<file path="src/sv/pss_pkg.sv">
package pss_pkg;

	localparam int SAMPLE_W   = 12;
	localparam int LEVEL_W    = 7;
	localparam int FILT_W     = 20;
	localparam int CAL_W      = 12;
	localparam int DB_W       = 8;
	localparam int ALPHA_W    = 9;
	localparam int FRAC_W     = 8;
	localparam int CFG_IDX_W  = 2;
	localparam int CFG_DATA_W = 12;

	localparam int AVG_TAPS   = 10;
	localparam int CNT_W      = $clog2(AVG_TAPS + 1);
	localparam int POS_W      = (AVG_TAPS > 1) ? $clog2(AVG_TAPS) : 1;
	localparam int SAMPLE_MAX = (1 << SAMPLE_W) - 1;
	localparam int SUM_W      = $clog2(AVG_TAPS * SAMPLE_MAX + 1);

	localparam int DIV_N_W    = 27;
	localparam int DIV_Q_W    = 12;
	localparam int DIV_STEP_W = 4;
	localparam int AVG_Q_W    = SAMPLE_W;
	localparam int SCALE_Q_W  = LEVEL_W;

	localparam int MUL_W      = FILT_W + ALPHA_W;
	localparam int ACC_W      = MUL_W + 1;
	localparam int DIST_W     = FILT_W + 2;
	localparam int SPAN_W     = CAL_W + 1;

	localparam int ALPHA_ONE  = 256;
	localparam int ROUND_HALF = 128;
	localparam int LEVEL_MAX  = 127;

	localparam logic [CAL_W-1:0]   CAL_LOW_RST   = 12'd156;
	localparam logic [CAL_W-1:0]   CAL_HIGH_RST  = 12'd1609;
	localparam logic [DB_W-1:0]    DEAD_BAND_RST = 8'd1;
	localparam logic [ALPHA_W-1:0] ALPHA_RST     = 9'd77;

	typedef enum logic [CFG_IDX_W-1:0] {
		CFG_CAL_LOW   = 2'd0,
		CFG_CAL_HIGH  = 2'd1,
		CFG_DEAD_BAND = 2'd2,
		CFG_ALPHA     = 2'd3
	} cfg_reg_t;

	typedef struct packed {
		logic [SAMPLE_W-1:0] sample;
		logic                cable_present;
	} pss_in_t;

	typedef struct packed {
		logic [LEVEL_W-1:0] level_out;
		logic               send_now;
		logic [FILT_W-1:0]  smoothed_value;
	} pss_out_t;

	typedef struct packed {
		logic clear;
		logic load;
		logic update;
	} avg_ctl_t;

	typedef struct packed {
		logic                  start;
		logic [DIV_STEP_W-1:0] steps;
		logic [DIV_N_W-1:0]    dividend;
		logic [DIV_N_W-1:0]    divisor;
	} div_req_t;

	typedef struct packed {
		logic               done;
		logic [DIV_Q_W-1:0] quotient;
	} div_rsp_t;

endpackage

</file>
<file path="src/sv/pss_avg.sv">
module pss_avg (
	input  logic                           clk,
	input  logic                           arst_n,
	input  pss_pkg::avg_ctl_t              ctl,
	input  logic [pss_pkg::SAMPLE_W-1:0]   sample,
	output logic [pss_pkg::SUM_W-1:0]      sum,
	output logic [pss_pkg::CNT_W-1:0]      count
);

	logic [pss_pkg::SAMPLE_W-1:0] ring_mem [pss_pkg::AVG_TAPS];
	logic [pss_pkg::SAMPLE_W-1:0] old_q;
	logic [pss_pkg::SAMPLE_W-1:0] smp_q;
	logic [pss_pkg::POS_W-1:0]    pos_q;
	logic [pss_pkg::SUM_W-1:0]    sum_q;
	logic [pss_pkg::CNT_W-1:0]    count_q;
	logic                         warm;

	assign warm = count_q < pss_pkg::CNT_W'(pss_pkg::AVG_TAPS);

	// history ring, old entry read as the word comes in
	always_ff @(posedge clk) begin
		if (ctl.load) begin
			old_q <= ring_mem[pos_q];
			smp_q <= sample;
		end
		if (ctl.update) begin
			ring_mem[pos_q] <= smp_q;
		end
	end

	always_ff @(posedge clk or negedge arst_n) begin
		if (!arst_n) begin
			pos_q   <= '0;
			sum_q   <= '0;
			count_q <= '0;
		end else if (ctl.clear) begin
			sum_q   <= '0;
			count_q <= '0;
		end else if (ctl.update) begin
			if (warm) begin
				sum_q   <= sum_q + pss_pkg::SUM_W'(smp_q);
				count_q <= count_q + 1'b1;
			end else begin
				sum_q <= sum_q - pss_pkg::SUM_W'(old_q) + pss_pkg::SUM_W'(smp_q);
			end
			pos_q <= (pos_q == pss_pkg::POS_W'(pss_pkg::AVG_TAPS - 1)) ? '0 : pos_q + 1'b1;
		end
	end

	assign sum   = sum_q;
	assign count = count_q;

endmodule

</file>
<file path="src/sv/pss_div.sv">
module pss_div (
	input  logic              clk,
	input  logic              arst_n,
	input  pss_pkg::div_req_t req,
	output pss_pkg::div_rsp_t rsp
);

	logic [pss_pkg::DIV_N_W-1:0]    rem_q;
	logic [pss_pkg::DIV_N_W-1:0]    dsh_q;
	logic [pss_pkg::DIV_Q_W-1:0]    quo_q;
	logic [pss_pkg::DIV_STEP_W-1:0] cnt_q;
	logic                           busy_q;
	logic                           done_q;
	logic                           fit;

	assign fit = rem_q >= dsh_q;

	always_ff @(posedge clk or negedge arst_n) begin
		if (!arst_n) begin
			busy_q <= 1'b0;
			done_q <= 1'b0;
			cnt_q  <= '0;
		end else begin
			done_q <= 1'b0;
			if (req.start) begin
				busy_q <= 1'b1;
				cnt_q  <= req.steps;
			end else if (busy_q) begin
				cnt_q <= cnt_q - 1'b1;
				if (cnt_q == pss_pkg::DIV_STEP_W'(1)) begin
					busy_q <= 1'b0;
					done_q <= 1'b1;
				end
			end
		end
	end

	// restoring division, divisor arrives aligned to the top quotient bit
	always_ff @(posedge clk) begin
		if (req.start) begin
			rem_q <= req.dividend;
			dsh_q <= req.divisor;
			quo_q <= '0;
		end else if (busy_q) begin
			if (fit) begin
				rem_q <= rem_q - dsh_q;
			end
			quo_q <= {quo_q[pss_pkg::DIV_Q_W-2:0], fit};
			dsh_q <= dsh_q >> 1;
		end
	end

	assign rsp.done     = done_q;
	assign rsp.quotient = quo_q;

	a_start_idle: assert property (@(posedge clk) disable iff (!arst_n)
		req.start |-> !busy_q)
		else $error("division started while busy");

	a_done_idle: assert property (@(posedge clk) disable iff (!arst_n)
		done_q |-> !busy_q)
		else $error("division done while still busy");

	a_busy_count: assert property (@(posedge clk) disable iff (!arst_n)
		busy_q |-> (cnt_q != '0))
		else $error("division busy with no steps left");

endmodule

</file>
<file path="src/sv/pedal_sample_smoother_scaler.sv">
// sequencing: with the cable present a word runs through the running sum, the average
// division, the filter and the scaling, whose division is skipped when it is not needed;
// the divider is shared (12 steps for the average, 7 for the scaling); with the cable absent
// the word goes straight to output; a new word is taken only once the last result is registered
// reset: control, running sum, fill count, filter and last sent level cleared, calibration
// registers to defaults; history ring contents undefined, no clearing pass
module pedal_sample_smoother_scaler (
	input  logic                             clk,
	input  logic                             arst_n,
	input  logic                             in_valid,
	output logic                             in_ready,
	input  pss_pkg::pss_in_t                 in_data,
	output logic                             out_valid,
	input  logic                             out_ready,
	output pss_pkg::pss_out_t                out_data,
	input  logic                             cfg_we,
	input  logic [pss_pkg::CFG_IDX_W-1:0]    cfg_index,
	input  logic [pss_pkg::CFG_DATA_W-1:0]   cfg_data
);

	typedef enum logic [11:0] {
		ST_IDLE      = 12'b000000000001,
		ST_SUM       = 12'b000000000010,
		ST_DIVA_GO   = 12'b000000000100,
		ST_DIVA_WAIT = 12'b000000001000,
		ST_MUL_A     = 12'b000000010000,
		ST_MUL_B     = 12'b000000100000,
		ST_FILT      = 12'b000001000000,
		ST_PREP      = 12'b000010000000,
		ST_DECIDE    = 12'b000100000000,
		ST_DIVS_WAIT = 12'b001000000000,
		ST_DEAD      = 12'b010000000000,
		ST_OUT       = 12'b100000000000
	} state_t;

	state_t state_q;
	state_t state_d;

	logic [pss_pkg::CAL_W-1:0]   cal_low_q;
	logic [pss_pkg::CAL_W-1:0]   cal_high_q;
	logic [pss_pkg::DB_W-1:0]    dead_band_q;
	logic [pss_pkg::ALPHA_W-1:0] alpha_q;

	logic [pss_pkg::FILT_W-1:0]  filter_q;
	logic [pss_pkg::LEVEL_W-1:0] last_q;
	logic [pss_pkg::AVG_Q_W-1:0] avg_q;
	logic [pss_pkg::MUL_W-1:0]   prod_q;
	logic [pss_pkg::ACC_W-1:0]   term_q;
	logic signed [pss_pkg::DIST_W-1:0] dist_q;
	logic signed [pss_pkg::SPAN_W-1:0] span_q;
	logic [pss_pkg::LEVEL_W-1:0] level_q;
	logic                        send_q;
	logic                        out_valid_q;
	pss_pkg::pss_out_t           out_data_q;

	pss_pkg::avg_ctl_t           avg_ctl;
	pss_pkg::div_req_t           div_req;
	pss_pkg::div_rsp_t           div_rsp;
	logic [pss_pkg::SUM_W-1:0]   sum;
	logic [pss_pkg::CNT_W-1:0]   count;

	logic [pss_pkg::ALPHA_W-1:0] alpha_sat;
	logic [pss_pkg::FILT_W-1:0]  mul_x;
	logic [pss_pkg::ALPHA_W-1:0] mul_y;
	logic [pss_pkg::MUL_W-1:0]   mul_p;
	logic [pss_pkg::ACC_W-1:0]   acc;

	logic signed [pss_pkg::DIST_W-1:0] dist_raw;
	logic signed [pss_pkg::SPAN_W-1:0] span_raw;
	logic                        span_zero;
	logic                        dist_pos;
	logic                        dist_full;
	logic                        scale_div;
	logic [pss_pkg::LEVEL_W-1:0] level_dec;
	logic [pss_pkg::DIV_N_W-1:0] dist_ext;
	logic [pss_pkg::DIV_N_W-1:0] span_ext;

	logic [pss_pkg::LEVEL_W-1:0] diff;
	logic                        send_d;
	logic                        out_free;

	pss_avg u_avg (
		.clk    (clk),
		.arst_n (arst_n),
		.ctl    (avg_ctl),
		.sample (in_data.sample),
		.sum    (sum),
		.count  (count)
	);

	pss_div u_div (
		.clk    (clk),
		.arst_n (arst_n),
		.req    (div_req),
		.rsp    (div_rsp)
	);

	assign in_ready = (state_q == ST_IDLE);
	assign out_free = !out_valid_q || out_ready;

	// iir weights
	assign alpha_sat = (alpha_q > pss_pkg::ALPHA_W'(pss_pkg::ALPHA_ONE)) ?
		pss_pkg::ALPHA_W'(pss_pkg::ALPHA_ONE) : alpha_q;
	assign mul_x = (state_q == ST_MUL_A) ? pss_pkg::FILT_W'(avg_q) : filter_q;
	assign mul_y = (state_q == ST_MUL_A) ? alpha_sat :
		pss_pkg::ALPHA_W'(pss_pkg::ALPHA_ONE) - alpha_sat;
	assign mul_p = pss_pkg::MUL_W'(mul_x) * pss_pkg::MUL_W'(mul_y);
	assign acc   = term_q + pss_pkg::ACC_W'(prod_q) + pss_pkg::ACC_W'(pss_pkg::ROUND_HALF);

	// scaling against calibration
	assign dist_raw = $signed({2'b00, filter_q}) -
		$signed({2'b00, cal_low_q, {pss_pkg::FRAC_W{1'b0}}});
	assign span_raw = $signed({1'b0, cal_high_q}) - $signed({1'b0, cal_low_q});

	assign span_zero = (span_q == '0);
	assign dist_pos  = (dist_q > 0);
	assign dist_full = dist_q[pss_pkg::FILT_W:0] >=
		{1'b0, span_q[pss_pkg::CAL_W-1:0], {pss_pkg::FRAC_W{1'b0}}};
	assign scale_div = !span_zero && dist_pos && !dist_full;
	assign level_dec = dist_pos ? pss_pkg::LEVEL_W'(pss_pkg::LEVEL_MAX) : '0;
	assign dist_ext  = pss_pkg::DIV_N_W'(dist_q[pss_pkg::FILT_W:0]);
	assign span_ext  = pss_pkg::DIV_N_W'(span_q[pss_pkg::CAL_W-1:0]);

	// dead band
	assign diff   = (level_q >= last_q) ? level_q - last_q : last_q - level_q;
	assign send_d = pss_pkg::DB_W'(diff) >= dead_band_q;

	always_comb begin
		state_d = state_q;
		avg_ctl = '0;
		div_req = '0;
		unique case (state_q)
			ST_IDLE: begin
				if (in_valid) begin
					if (in_data.cable_present) begin
						avg_ctl.load = 1'b1;
						state_d      = ST_SUM;
					end else begin
						avg_ctl.clear = 1'b1;
						state_d       = ST_OUT;
					end
				end
			end
			ST_SUM: begin
				avg_ctl.update = 1'b1;
				state_d        = ST_DIVA_GO;
			end
			ST_DIVA_GO: begin
				div_req.start    = 1'b1;
				div_req.steps    = pss_pkg::DIV_STEP_W'(pss_pkg::AVG_Q_W);
				div_req.dividend = pss_pkg::DIV_N_W'(sum);
				div_req.divisor  = pss_pkg::DIV_N_W'(count) << (pss_pkg::AVG_Q_W - 1);
				state_d          = ST_DIVA_WAIT;
			end
			ST_DIVA_WAIT: begin
				if (div_rsp.done) begin
					state_d = ST_MUL_A;
				end
			end
			ST_MUL_A: begin
				state_d = ST_MUL_B;
			end
			ST_MUL_B: begin
				state_d = ST_FILT;
			end
			ST_FILT: begin
				state_d = ST_PREP;
			end
			ST_PREP: begin
				state_d = ST_DECIDE;
			end
			ST_DECIDE: begin
				if (scale_div) begin
					// (127 d + 128 span) / (256 span)
					div_req.start    = 1'b1;
					div_req.steps    = pss_pkg::DIV_STEP_W'(pss_pkg::SCALE_Q_W);
					div_req.dividend = (dist_ext << pss_pkg::SCALE_Q_W) - dist_ext +
						(span_ext << pss_pkg::SCALE_Q_W);
					div_req.divisor  = span_ext << (pss_pkg::FRAC_W + pss_pkg::SCALE_Q_W - 1);
					state_d          = ST_DIVS_WAIT;
				end else begin
					state_d = ST_DEAD;
				end
			end
			ST_DIVS_WAIT: begin
				if (div_rsp.done) begin
					state_d = ST_DEAD;
				end
			end
			ST_DEAD: begin
				state_d = ST_OUT;
			end
			ST_OUT: begin
				if (out_free) begin
					state_d = ST_IDLE;
				end
			end
			default: begin
				state_d = ST_IDLE;
			end
		endcase
	end

	always_ff @(posedge clk or negedge arst_n) begin
		if (!arst_n) begin
			state_q     <= ST_IDLE;
			out_valid_q <= 1'b0;
			filter_q    <= '0;
			last_q      <= '0;
			cal_low_q   <= pss_pkg::CAL_LOW_RST;
			cal_high_q  <= pss_pkg::CAL_HIGH_RST;
			dead_band_q <= pss_pkg::DEAD_BAND_RST;
			alpha_q     <= pss_pkg::ALPHA_RST;
		end else begin
			state_q <= state_d;
			if (state_q == ST_OUT && out_free) begin
				out_valid_q <= 1'b1;
			end else if (out_ready) begin
				out_valid_q <= 1'b0;
			end
			if (state_q == ST_IDLE && in_valid && !in_data.cable_present) begin
				filter_q <= '0;
				last_q   <= '0;
			end
			if (state_q == ST_FILT) begin
				filter_q <= acc[pss_pkg::FILT_W+pss_pkg::FRAC_W-1:pss_pkg::FRAC_W];
			end
			if (state_q == ST_DEAD && send_d) begin
				last_q <= level_q;
			end
			if (cfg_we) begin
				unique case (pss_pkg::cfg_reg_t'(cfg_index))
					pss_pkg::CFG_CAL_LOW:   cal_low_q   <= cfg_data[pss_pkg::CAL_W-1:0];
					pss_pkg::CFG_CAL_HIGH:  cal_high_q  <= cfg_data[pss_pkg::CAL_W-1:0];
					pss_pkg::CFG_DEAD_BAND: dead_band_q <= cfg_data[pss_pkg::DB_W-1:0];
					pss_pkg::CFG_ALPHA:     alpha_q     <= cfg_data[pss_pkg::ALPHA_W-1:0];
					default: ;
				endcase
			end
		end
	end

	always_ff @(posedge clk) begin
		if (state_q == ST_IDLE && in_valid && !in_data.cable_present) begin
			level_q <= '0;
			send_q  <= 1'b0;
		end
		if (state_q == ST_DIVA_WAIT && div_rsp.done) begin
			avg_q <= div_rsp.quotient[pss_pkg::AVG_Q_W-1:0];
		end
		if (state_q == ST_MUL_A) begin
			prod_q <= mul_p;
		end
		if (state_q == ST_MUL_B) begin
			term_q <= pss_pkg::ACC_W'({prod_q, {pss_pkg::FRAC_W{1'b0}}});
			prod_q <= mul_p;
		end
		if (state_q == ST_PREP) begin
			if (span_raw[pss_pkg::SPAN_W-1]) begin
				dist_q <= -dist_raw;
				span_q <= -span_raw;
			end else begin
				dist_q <= dist_raw;
				span_q <= span_raw;
			end
		end
		if (state_q == ST_DECIDE && !scale_div) begin
			level_q <= span_zero ? level_dec : (dist_pos ? level_dec : '0);
		end
		if (state_q == ST_DIVS_WAIT && div_rsp.done) begin
			level_q <= div_rsp.quotient[pss_pkg::LEVEL_W-1:0];
		end
		if (state_q == ST_DEAD) begin
			send_q <= send_d;
		end
		if (state_q == ST_OUT && out_free) begin
			out_data_q.level_out      <= level_q;
			out_data_q.send_now       <= send_q;
			out_data_q.smoothed_value <= filter_q;
		end
	end

	assign out_valid = out_valid_q;
	assign out_data  = out_data_q;

	a_busy_after_accept: assert property (@(posedge clk) disable iff (!arst_n)
		(in_valid && in_ready) |=> !in_ready)
		else $error("word accepted while previous word still in work");

	a_state_onehot: assert property (@(posedge clk) disable iff (!arst_n)
		$onehot(state_q))
		else $error("sequencer state not one-hot");

	a_done_expected: assert property (@(posedge clk) disable iff (!arst_n)
		div_rsp.done |-> (state_q == ST_DIVA_WAIT || state_q == ST_DIVS_WAIT))
		else $error("division result with no wait pending");

	a_scale_operands: assert property (@(posedge clk) disable iff (!arst_n)
		(state_q == ST_DIVS_WAIT) |-> (dist_q > 0 && span_q > 0))
		else $error("scaling division with non-positive operands");

endmodule

</file>
<file path="config.mk">
export PLATFORM = sky130hd
export DESIGN_NAME = pedal_sample_smoother_scaler
export DESIGN_NICKNAME = d
export VERILOG_FILES = /design/src/sv/pss_pkg.sv /design/src/sv/pss_avg.sv /design/src/sv/pss_div.sv /design/src/sv/pedal_sample_smoother_scaler.sv
export SDC_FILE = /design/constraint.sdc
export NUM_CORES = 1
export LEC_CHECK = 0
export ABC_AREA = 1
export BUFFER_PORTS_ARGS = -buffer_cell sky130_fd_sc_hd__buf_2
export CAP_MARGIN = 20
export CORE_MARGIN = 4
export CORE_UTILIZATION = 40
export CTS_BUF_LIST = sky130_fd_sc_hd__clkbuf_4
export DETAILED_ROUTE_END_ITERATION = 7
export PLACE_DENSITY = 0.66
export SKIP_LAST_GASP = 1
export SYNTH_ARGS = -nofsm -noshare
export SYNTH_HDL_FRONTEND = slang
export SYNTH_HIERARCHICAL = 1
export SYNTH_SLANG_ARGS = --single-unit
</file>
<file path="constraint.sdc">
create_clock -name clk -period 5.7 [get_ports clk]
set_input_delay 1.14 -clock clk [delete_from_list [all_inputs] [get_ports clk]]
set_output_delay 1.14 -clock clk [all_outputs]
set_load 0.005 [all_outputs]
</file>
# Yosys cells after proc, flatten, opt, wreduce, memory -nomap -nowiden
# Memory sizes are Yosys's and may differ from the RTL's. A register that Yosys moved wholly into a read port is not among the register bits.
# Cells that the tools add are included.
totals:
  regBits: 320
  ramBits: 120
  elab_cells: 170
  memories: 1
memory_table:
  columns: ["name", "words", "word_bits", "read_ports", "rd_clocked_by_memory_dff", "write_ports", "line", "source"]
  rows:
  - ["u_avg.ring_mem", 10, 12, 1, 1, 1, "pss_avg.sv:10", "logic [pss_pkg::SAMPLE_W-1:0] ring_mem [pss_pkg::AVG_TAPS];"]
classes:
  addsub: 18
  multipliers: 1
  n_lt_le_gt_ge: 7
  n_eq_ne: 21
  mux: 57
  n_bitwise: 1
  n_reduce_logical: 35
op_table:
  columns: ["operator", "count"]
  rows:
  - ["$pmux W12 S12", 1]
  - ["$mux W27", 5]
  - ["$pmux W59 S2", 1]
  - ["$mux W12", 6]
  - ["$mux W20", 3]
  - ["$mux W59", 1]
  - ["$mux W28", 2]
  - ["$mux W7", 8]
  - ["$mux W16", 3]
  - ["$add A16 B12 Y16", 2]
  - ["$add A28 B28 Y28", 1]
  - ["$add A28 B8 Y28 const B", 1]
  - ["$mul A20 B9 Y28", 1]
  - ["$add A27 B19 Y27", 1]
  - ["$ge A27 B27 Y1", 1]
  - ["$sub A27 B21 Y27", 1]
  - ["$sub A27 B27 Y27", 1]
  - ["$mux W4", 6]
  - ["$gt A22 B1 Y1 const B", 1]
  - ["$mux W22", 1]
  - ["$neg A21 Y22", 1]
  - ["$ge A21 B20 Y1", 1]
  - ["$sub A20 B20 Y21", 1]
  - ["$mux W9", 2]
  - ["42 further kinds", 88]

# Longest topological paths before layout
# Gate-level depths: netlist of the first run.
logic_depth:
  word_depth: 8
  ltp_mapped: 32
  mapped_depth_nobuf: 32

# Modules after synthesis
# Netlist of the first run, hierarchy kept.
by_module_without_submodules:
  columns: ["module", "instances", "cells_per_inst", "area_each_um2", "seq_area_each_um2"]
  rows:
  - ["pedal_sample_smoother_scaler", 1, 2394, 19443.6, 5979.5]
  - ["pss_avg", 1, 879, 8879.8, 4924.7]
  - ["pss_div", 1, 729, 5111.2, 2011.9]

# Worst setup path after synthesis of the first run
# OpenSTA, ideal clock, no wires.
synth_path:
  path_kind: "reg2reg"
  start: "register alpha_q[0] in the netlist's numbering"
  end: "register prod_q[18] in the netlist's numbering, data pin"
  setup_time_ns: 0.259
  arrival_ns: 5.582
  required_time_ns: 5.441
  setup_slack_ns: -0.141
  path_stages_with_launch: 24
  period_less_slack_ns: 5.841
  cell_sequence: "dfstp_2 > inv_1 > nor2_2 > inv_1 > ha_1 > nand3_2 > nor2_2 > xor2_1 > o21ai_2 > clkbuf_1 > nor2_1 > fa_1 > fa_1 > fa_1 > inv_1 > fa_1 > inv_1 > ha_1 > a21oi_1 > o21ai_0 > a21oi_1 > nor2_1 > or2_2 > xor2_1"
synth_between:
  elab_chain_len: 7
synth_lines:
  columns: ["item", "line", "source"]
  rows:
  - ["start, declared", "pedal_sample_smoother_scaler.sv:42", "logic [pss_pkg::ALPHA_W-1:0] alpha_q;"]
  - ["start signal, assigned", "pedal_sample_smoother_scaler.sv:213", "alpha_q <= pss_pkg::ALPHA_RST;"]
  - ["start signal, assigned", "pedal_sample_smoother_scaler.sv:236", "pss_pkg::CFG_ALPHA: alpha_q <= cfg_data[pss_pkg::ALPHA_W-1:0];"]
  - ["$gt A9 B9 Y1", "pedal_sample_smoother_scaler.sv:102", "assign alpha_sat = (alpha_q > pss_pkg::ALPHA_W'(pss_pkg::ALPHA_ONE)) ?"]
  - ["$mux W9 *", "pedal_sample_smoother_scaler.sv:102", null]
  - ["$sub A9 B9 Y9", "pedal_sample_smoother_scaler.sv:106", "pss_pkg::ALPHA_W'(pss_pkg::ALPHA_ONE) - alpha_sat;"]
  - ["$mux W9 *", "pedal_sample_smoother_scaler.sv:105", "assign mul_y = (state_q == ST_MUL_A) ? alpha_sat :"]
  - ["$mul A20 B9 Y28 *", "pedal_sample_smoother_scaler.sv:107", "assign mul_p = pss_pkg::MUL_W'(mul_x) * pss_pkg::MUL_W'(mul_y);"]
  - ["named net mul_p (one bit)", "pedal_sample_smoother_scaler.sv:65", "logic [pss_pkg::MUL_W-1:0] mul_p;"]
  - ["$mux W28", "pedal_sample_smoother_scaler.sv:251", "if (state_q == ST_MUL_A) begin"]
  - ["$mux W28 *", "pedal_sample_smoother_scaler.sv:254", "if (state_q == ST_MUL_B) begin"]
  - ["end signal, assigned", "pedal_sample_smoother_scaler.sv:252", "prod_q <= mul_p;"]
  - ["end signal, assigned", "pedal_sample_smoother_scaler.sv:256", "prod_q <= mul_p;"]
  - ["end, declared", "pedal_sample_smoother_scaler.sv:47", "logic [pss_pkg::MUL_W-1:0] prod_q;"]
# Mark *: on every way through the listed nets, which the timed path passes. The rest lies on a longest branch. The select of a mux whose other input is x is not followed.
# A chain may end at the register's enable or synchronous reset.

# Final worst setup path of the first run
layout_path:
  start: "register alpha_q[8] in the netlist's numbering"
  end: "register prod_q[27] in the netlist's numbering, data pin"
# Same word-level chain as after synthesis.

==> results by group, run 1 <==
Outcome
  – Status: completed

Clock network
  – Sink Count: 452
  – Post-CTS Hold Fix Bufs: 0
  – Worst skew pair latency: 0.95 ns
  – CTS Buf Count: 121
  – Clock-pin transition on the worst setup and hold timing paths: 0.08 ns
  – CTS tree: built
  – CTS Root Buffer Type: clkbuf_4
  – Number of H-tree levels: 3
  – Clock buffer depth: 3

Timing
  – Final TNS setup: 0 ns
  – Worst-margin pin slew: 1.08 ns
  – Min Clock Period, post-route: 5.56 ns
  – RSZ-0062 raised after global routing: yes
  – Highest Clock Rate: 180 MHz
  – Final Hold Viols: 0
  – Relative slew slack: 27.7%
  – Worst Skew: 0.0815 ns
  – Slew Limit Fails: 0
  – Final setup fails: 0
  – Final period utilization: 97.6%

Yosys
  – Synth cell types: 73
  – FFs w/ async S/R, synth: 24.6%
  – Seq/Total Area, Yosys: 38.6%
  – Ys Warns: 6
  – Main synth FF type: edfxtp_1
  – Post-synth EDFFs: 329
  – Commonest cells in the netlist: nand2_1, inv_1, edfxtp_1
  – Mapped Avg Cell Area: 8.35 um2
  – Post-synthesis register bit count: 452
  – Area leader, netlist: edfxtp_1
  – Yosys top cell area share: 29.5%
  – Top post-synthesis cells by area: edfxtp_1, nand2_1, fa_1, inv_1, ha_1
  – Mapped Area: 0.0334 mm2
  – Top-count cell post-synth: nand2_1
  – Cells after Synth: 4002

Global route
  – Vias in the first global route: 27200
  – GR Overflow Total: 0
  – All-Layer GR Usage: 20.6%
  – Initial antenna violation count: 9
  – Largest net degree at the start of global routing: 64
  – First-pass GRT wire length: 146000 um

Placed design
  – DP HPWL: 70800 um
  – I/O Buffers: 61
  – Global placement routability congestion: 0.935

Routing
  – Routed vias: 27700
  – Routed WL per cell: 17.0 um
  – Total iterations of the first detailed-routing run: 7
  – Post-route DRC: 0
  – Total Wirelength: 92900 um
  – DRT iter0 DRCs: 2174
  – DRT antenna net count: 0
  – Vias per cell: 5.08

Run
  – Max-cap viol count: 0

Floorplan
  – Number of top-level pins: 62
  – Die Width: 297 um
  – Die Span Y: 297 um
  – FP Rows: 105
  – Starting Density: 40.5%
  – Die Footprint: 0.0883 mm2
  – Placeable Area: 0.0825 mm2

Worst setup path
  – Reg2reg end: prod_q[27]
  – Slowest stage delay, CP: 0.54 ns
  – Delay-heaviest family, CP: adder cells
  – Setup crit end kind: register
  – Crit path max fanout: 5
  – R2r setup slk: 0.14 ns
  – Arr. time, crit path: 6.26 ns
  – Worst EP required: 6.40 ns
  – FF-to-FF Start: alpha_q[8]
  – Crit path kind: register to register
  – FF-to-FF path depth: 25
  – Startpoint types: register
  – Worst path slowest cell: fa_1
  – Buf/Inv on CP: 5

Cells and area
  – Layout Utilization: 46.5%
  – Final #Nets: 4696
  – Layout cells sized above 1: 16.0%
  – Synth-to-layout area growth: 14.7%

Pwr
  – Leak Pwr: 0.0183 uW
  – VDD IR max: 0.217 mV
  – PwrDens: 333 mW/mm2

Min path
  – Worst min-delay path category: input pin to async pin
==> cells in the final DEF (no fill, tap or decap), types with 10 or more instances in the layout <==
master,Yosys,layout
a22oi_2,19,19
nand3_1,231,228
nor2_2,26,34
nand3_2,21,23
xnor2_1,44,44
buf_4,7,154
nand2_2,15,29
dfxtp_1,12,12
buf_2,23,60
o21ai_1,7,10
dfrtp_1,96,96
nor2_1,318,300
nor4_1,15,14
inv_1,726,717
nand4_1,45,45
clkbuf_4,1,185
nor2_4,8,18
edfxtp_1,329,329
o21ai_0,212,205
o21bai_1,14,12
inv_2,16,22
a21oi_1,184,152
nand2_1,993,976
ha_4,0,15
ha_1,210,194
clkinv_1,3,21
dfstp_2,15,15
nor3_1,28,25
o211ai_2,12,12
xor2_1,57,55
a21oi_2,4,30
fa_1,157,155
conb_1,1,12
o22ai_1,20,20
==> stage by stage <==
| stage | std cells | hold slack, ns | power [uW] | instance area [um2] | setup slack [ns] |
|---|---|---|---|---|---|
| after floorplan | 4013 | 0.400 | 8190 | 33500 | 0.0106 |
| after global placement | 5218 | 0.402 | 9530 | 35800 | -0.0550 |
| after detailed placement | 5219 | 0.405 | 9620 | 35800 | -0.143 |
| after CTS | 5436 | 0.264 | 12700 | 37500 | -0.0410 |
| after global routing | 5465 | 0.307 | 13700 | 38300 | -0.0798 |
| final | 5465 | 0.366 | 12800 | 38300 | 0.136 |
==> power breakdown <==
part	internal [uW]	total, uW	switching (uW)
Clock	1530	2980	1450
Sequential	4080	4400	320
Combinational	1900	5390	3480
Total	7510	12800	5250
==> state kept, by name (all words and copies together), names as in the netlist, 13 cells and up <==
register	flops
dist_q	22
filter_q	20
out_data	28
prod_q	28
span_q	13
term_q	20
u_avg/ring_mem	120
u_avg/sum	16
u_div/dsh_q	27
u_div/rem_q	27
==> routing by layer <==
metal | global-route usage (%) | vias to the layer above | share of wire, %
met1 | 26.7 | 13100 | 43
met3 | 3.60 | 219 | 6.1
met2 | 34.2 | 885 | 47
met4 | 8.16 | 2 | 4.0
li1 | - | 13600 | -
met5 | 0 | - | 0.13
==> layout make-up <==
type,instances,area (um2)
Fill cell,8031,44200
Inverter,749,2840
Timing Repair Buffer,229,1700
Tap cell,1070,1340
Clock inverter,32,199
Sequential cell,452,12900
Clock buffer,185,1390
Multi-Input combinational cell,2744,17900
Antenna cell,4,10.0
==> kinds of logic after synthesis <==
kind of cell | after synthesis | synth area share [%]
AOI/OAI and AO/OA | 522 | 9.15
xor gates and xnor gates | 102 | 2.73
adders and majority gates | 367 | 17.3
muxes | 2 | 0.0674
buffers and inverters | 817 | 9.72
and+or+nand+nor | 1739 | 22.4
DFF | 452 | 38.6
other | 1 | 0.0112
==> worst max path at each step <==
stage	start	to	slack (ns)	cells after the start
final	alpha_q[8]	prod_q[27]	0.14	25
after global routing	state_q[9]	prod_q[25]	-0.08	28
after CTS	state_q[0]	prod_q[25]	-0.04	25
after detailed placement	alpha_q[0]	prod_q[17]	-0.14	25
after global placement	state_q[0]	prod_q[25]	-0.06	25
after floorplan	alpha_q[0]	prod_q[18]	0.01	23
==> timing repair <==
action / 4_1_cts / 5_1_grt
setup endpoints to repair: 13 / 18
gates cloned: 0 / 2
setup buffers: 0 / 20
pin swaps: 0 / 51
gates resized for setup: 9 / 151
Note: power is estimated with default switching activity, not from simulation.
==> inputs of run 2 (changes only) <==
- GPL_TIMING_DRIVEN: default -> 0
==> run 2 against run 1 <==
Against the previous run: register-to-register slack got worse by 0.10 ns; sequential power hardly changed; clock power up 4%; wire length up 0.39%; first-iteration DRC count grew 3.3%; fmax down 1.8%; largest cell class unchanged.
==> results by group, run 2 (synthesized netlist as in run 1, its figures left out) <==
Worst setup path
  – Worst EP required: 6.37 ns
  – Reg2reg end: prod_q[24]
  – Crit path kind: register to register
  – Slowest stage delay, CP: 0.54 ns
  – Setup crit end kind: register
  – CP dominant cell by count: fa_1
  – FF-to-FF path depth: 28
  – Startpoint types: register
  – Worst path slowest cell: fa_1
  – Arr. time, crit path: 6.34 ns
  – FF-to-FF Start: state_q[2]
  – Crit path max fanout: 7
  – R2r setup slk: 0.03 ns

Routing
  – Total Wirelength: 93300 um
  – Vias per cell: 5.08
  – Total iterations of the first detailed-routing run: 6
  – DRT iter0 DRCs: 2246
  – Routed WL per cell: 17.0 um
  – DRT antenna net count: 0
  – Post-route DRC: 0
  – Routed vias: 28000

Clock network
  – Clock buffer depth: 3
  – Sink Count: 452
  – Number of H-tree levels: 3
  – CTS Root Buffer Type: clkbuf_4
  – Worst skew pair latency: 0.95 ns
  – CTS tree: built
  – Post-CTS Hold Fix Bufs: 0
  – CTS Buf Count: 118
  – Clock-pin transition on the worst setup and hold timing paths: 0.07 ns

Global route
  – All-Layer GR Usage: 20.7%
  – First-pass GRT wire length: 147000 um
  – Vias in the first global route: 27500
  – GR Overflow Total: 0
  – Largest net degree at the start of global routing: 70
  – Initial antenna violation count: 2

Floorplan
  – Number of top-level pins: 62
  – Die Span Y: 297 um
  – Starting Density: 40.5%
  – Placeable Area: 0.0825 mm2
  – Die Footprint: 0.0883 mm2
  – Die Width: 297 um
  – FP Rows: 105

Cells and area
  – Layout cells sized above 1: 17.8%
  – Final cell count without fillers: 5502
  – Synth-to-layout area growth: 17.7%
  – Most flop-heavy register: u_avg/ring_mem
  – Most frequent cells in the layout: nand2_1, inv_1, edfxtp_1
  – Final #Nets: 4724
  – Commonest non-fill, non-tap cell in the layout: nand2_1
  – Layout Utilization: 47.7%
  – Max FFs per register: 120

Placed design
  – DP HPWL: 71000 um
  – I/O Buffers: 61
  – Global placement routability congestion: 0.946
  – Placed cell count: 5159

Pwr
  – Flop pwr share: 33.0%
  – VDD IR max: 0.153 mV
  – Switching fraction of total power: 40.8%
  – Gate power share: 43.5%
  – Sw Pwr: 5390 uW
  – Leak Pwr: 0.0185 uW
  – Internal: 7840 uW
  – Clock share of power: 23.5%
  – PwrDens: 336 mW/mm2

Timing
  – Final Hold Viols: 0
  – Hold_ws: 0.119 ns
  – Highest Clock Rate: 176 MHz
  – Final period utilization: 99.4%
  – Worst-margin pin slew: 0.969 ns
  – Final setup fails: 0
  – Slew Limit Fails: 0
  – Min Clock Period, post-route: 5.67 ns
  – Relative slew slack: 35.3%
  – RSZ-0062 raised after global routing: yes
  – Worst Skew: 0.113 ns

Min path
  – Worst min-delay path category: input pin to async pin

Outcome
  – Status: completed

Run
  – Max-cap viol count: 0
[run 2: metal layers]
layer	global-route usage, %	vias up	share of wire, %
li1	-	13600	-
met1	27.0	13300	42
met2	34.9	870	48
met3	3.29	196	6.1
met4	7.82	0	3.8
met5	0	-	0
[run 2: worst max path at each step]
stage	start	endpoint	cells past startpoint
global route	state_q[1]	prod_q[24]	28
global placement	alpha_q[0]	prod_q[25]	29
detailed placement	alpha_q[0]	prod_q[25]	29
floorplan	alpha_q[0]	prod_q[18]	23
finish	state_q[2]	prod_q[24]	28
CTS	state_q[1]	prod_q[24]	28
[run 2: repair_timing]
| action | CTS | global route |
|---|---|---|
| pin swaps | 94 | 105 |
| gates cloned | 5 | 0 |
| hold endpoints to repair | 0 | 0 |
| setup endpoints to repair | 20 | 18 |
| setup buffers | 60 | 48 |
| resized for setup | 211 | 139 |
[run 2: power groups by stage]
stage,registers [uW],clock network (uW),logic [uW]
floorplan,4320,0,3870
global placement,4440,0,5080
detailed placement,4430,0,5200
CTS,4370,3200,5550
global route,4400,3380,6430
finish,4370,3110,5750
[run 2: metrics by stage]
stage	setup TNS, ns	total power (uW)	setup slack [ns]	area (um2)
2_1_floorplan	0	8190	0.0106	33500
4_1_cts	0	13100	0.00231	38400
5_1_grt	-0.879	14200	-0.149	39400
6_report	0	13200	0.0338	39400
3_5_place_dp	-14.26	9640	-1.05	35400
3_3_place_gp	-14.51	9510	-1.06	35100
[run 2: layout make-up]
type	instances	area [um2]
fill	7792	43200
clock buffer	160	1200
clock inverter	65	488
inverter	749	2880
tap	1070	1340
timing repair buffer	193	1600
multi-input combinational	2744	18400
antenna	2	5.00
buffer	67	514
sequential	452	12900
[run 2: critical path, delay by kind of cell (launching register included)]
kind / cells / cell delay [ns]
and+or+nand+nor: 11 / 1.32
adders and majority gates: 5 / 2.37
AOI/OAI and AO/OA: 2 / 0.24
xor gates and xnor gates: 1 / 0.17
buffers and inverters: 9 / 0.88
DFF: 1 / 0.41
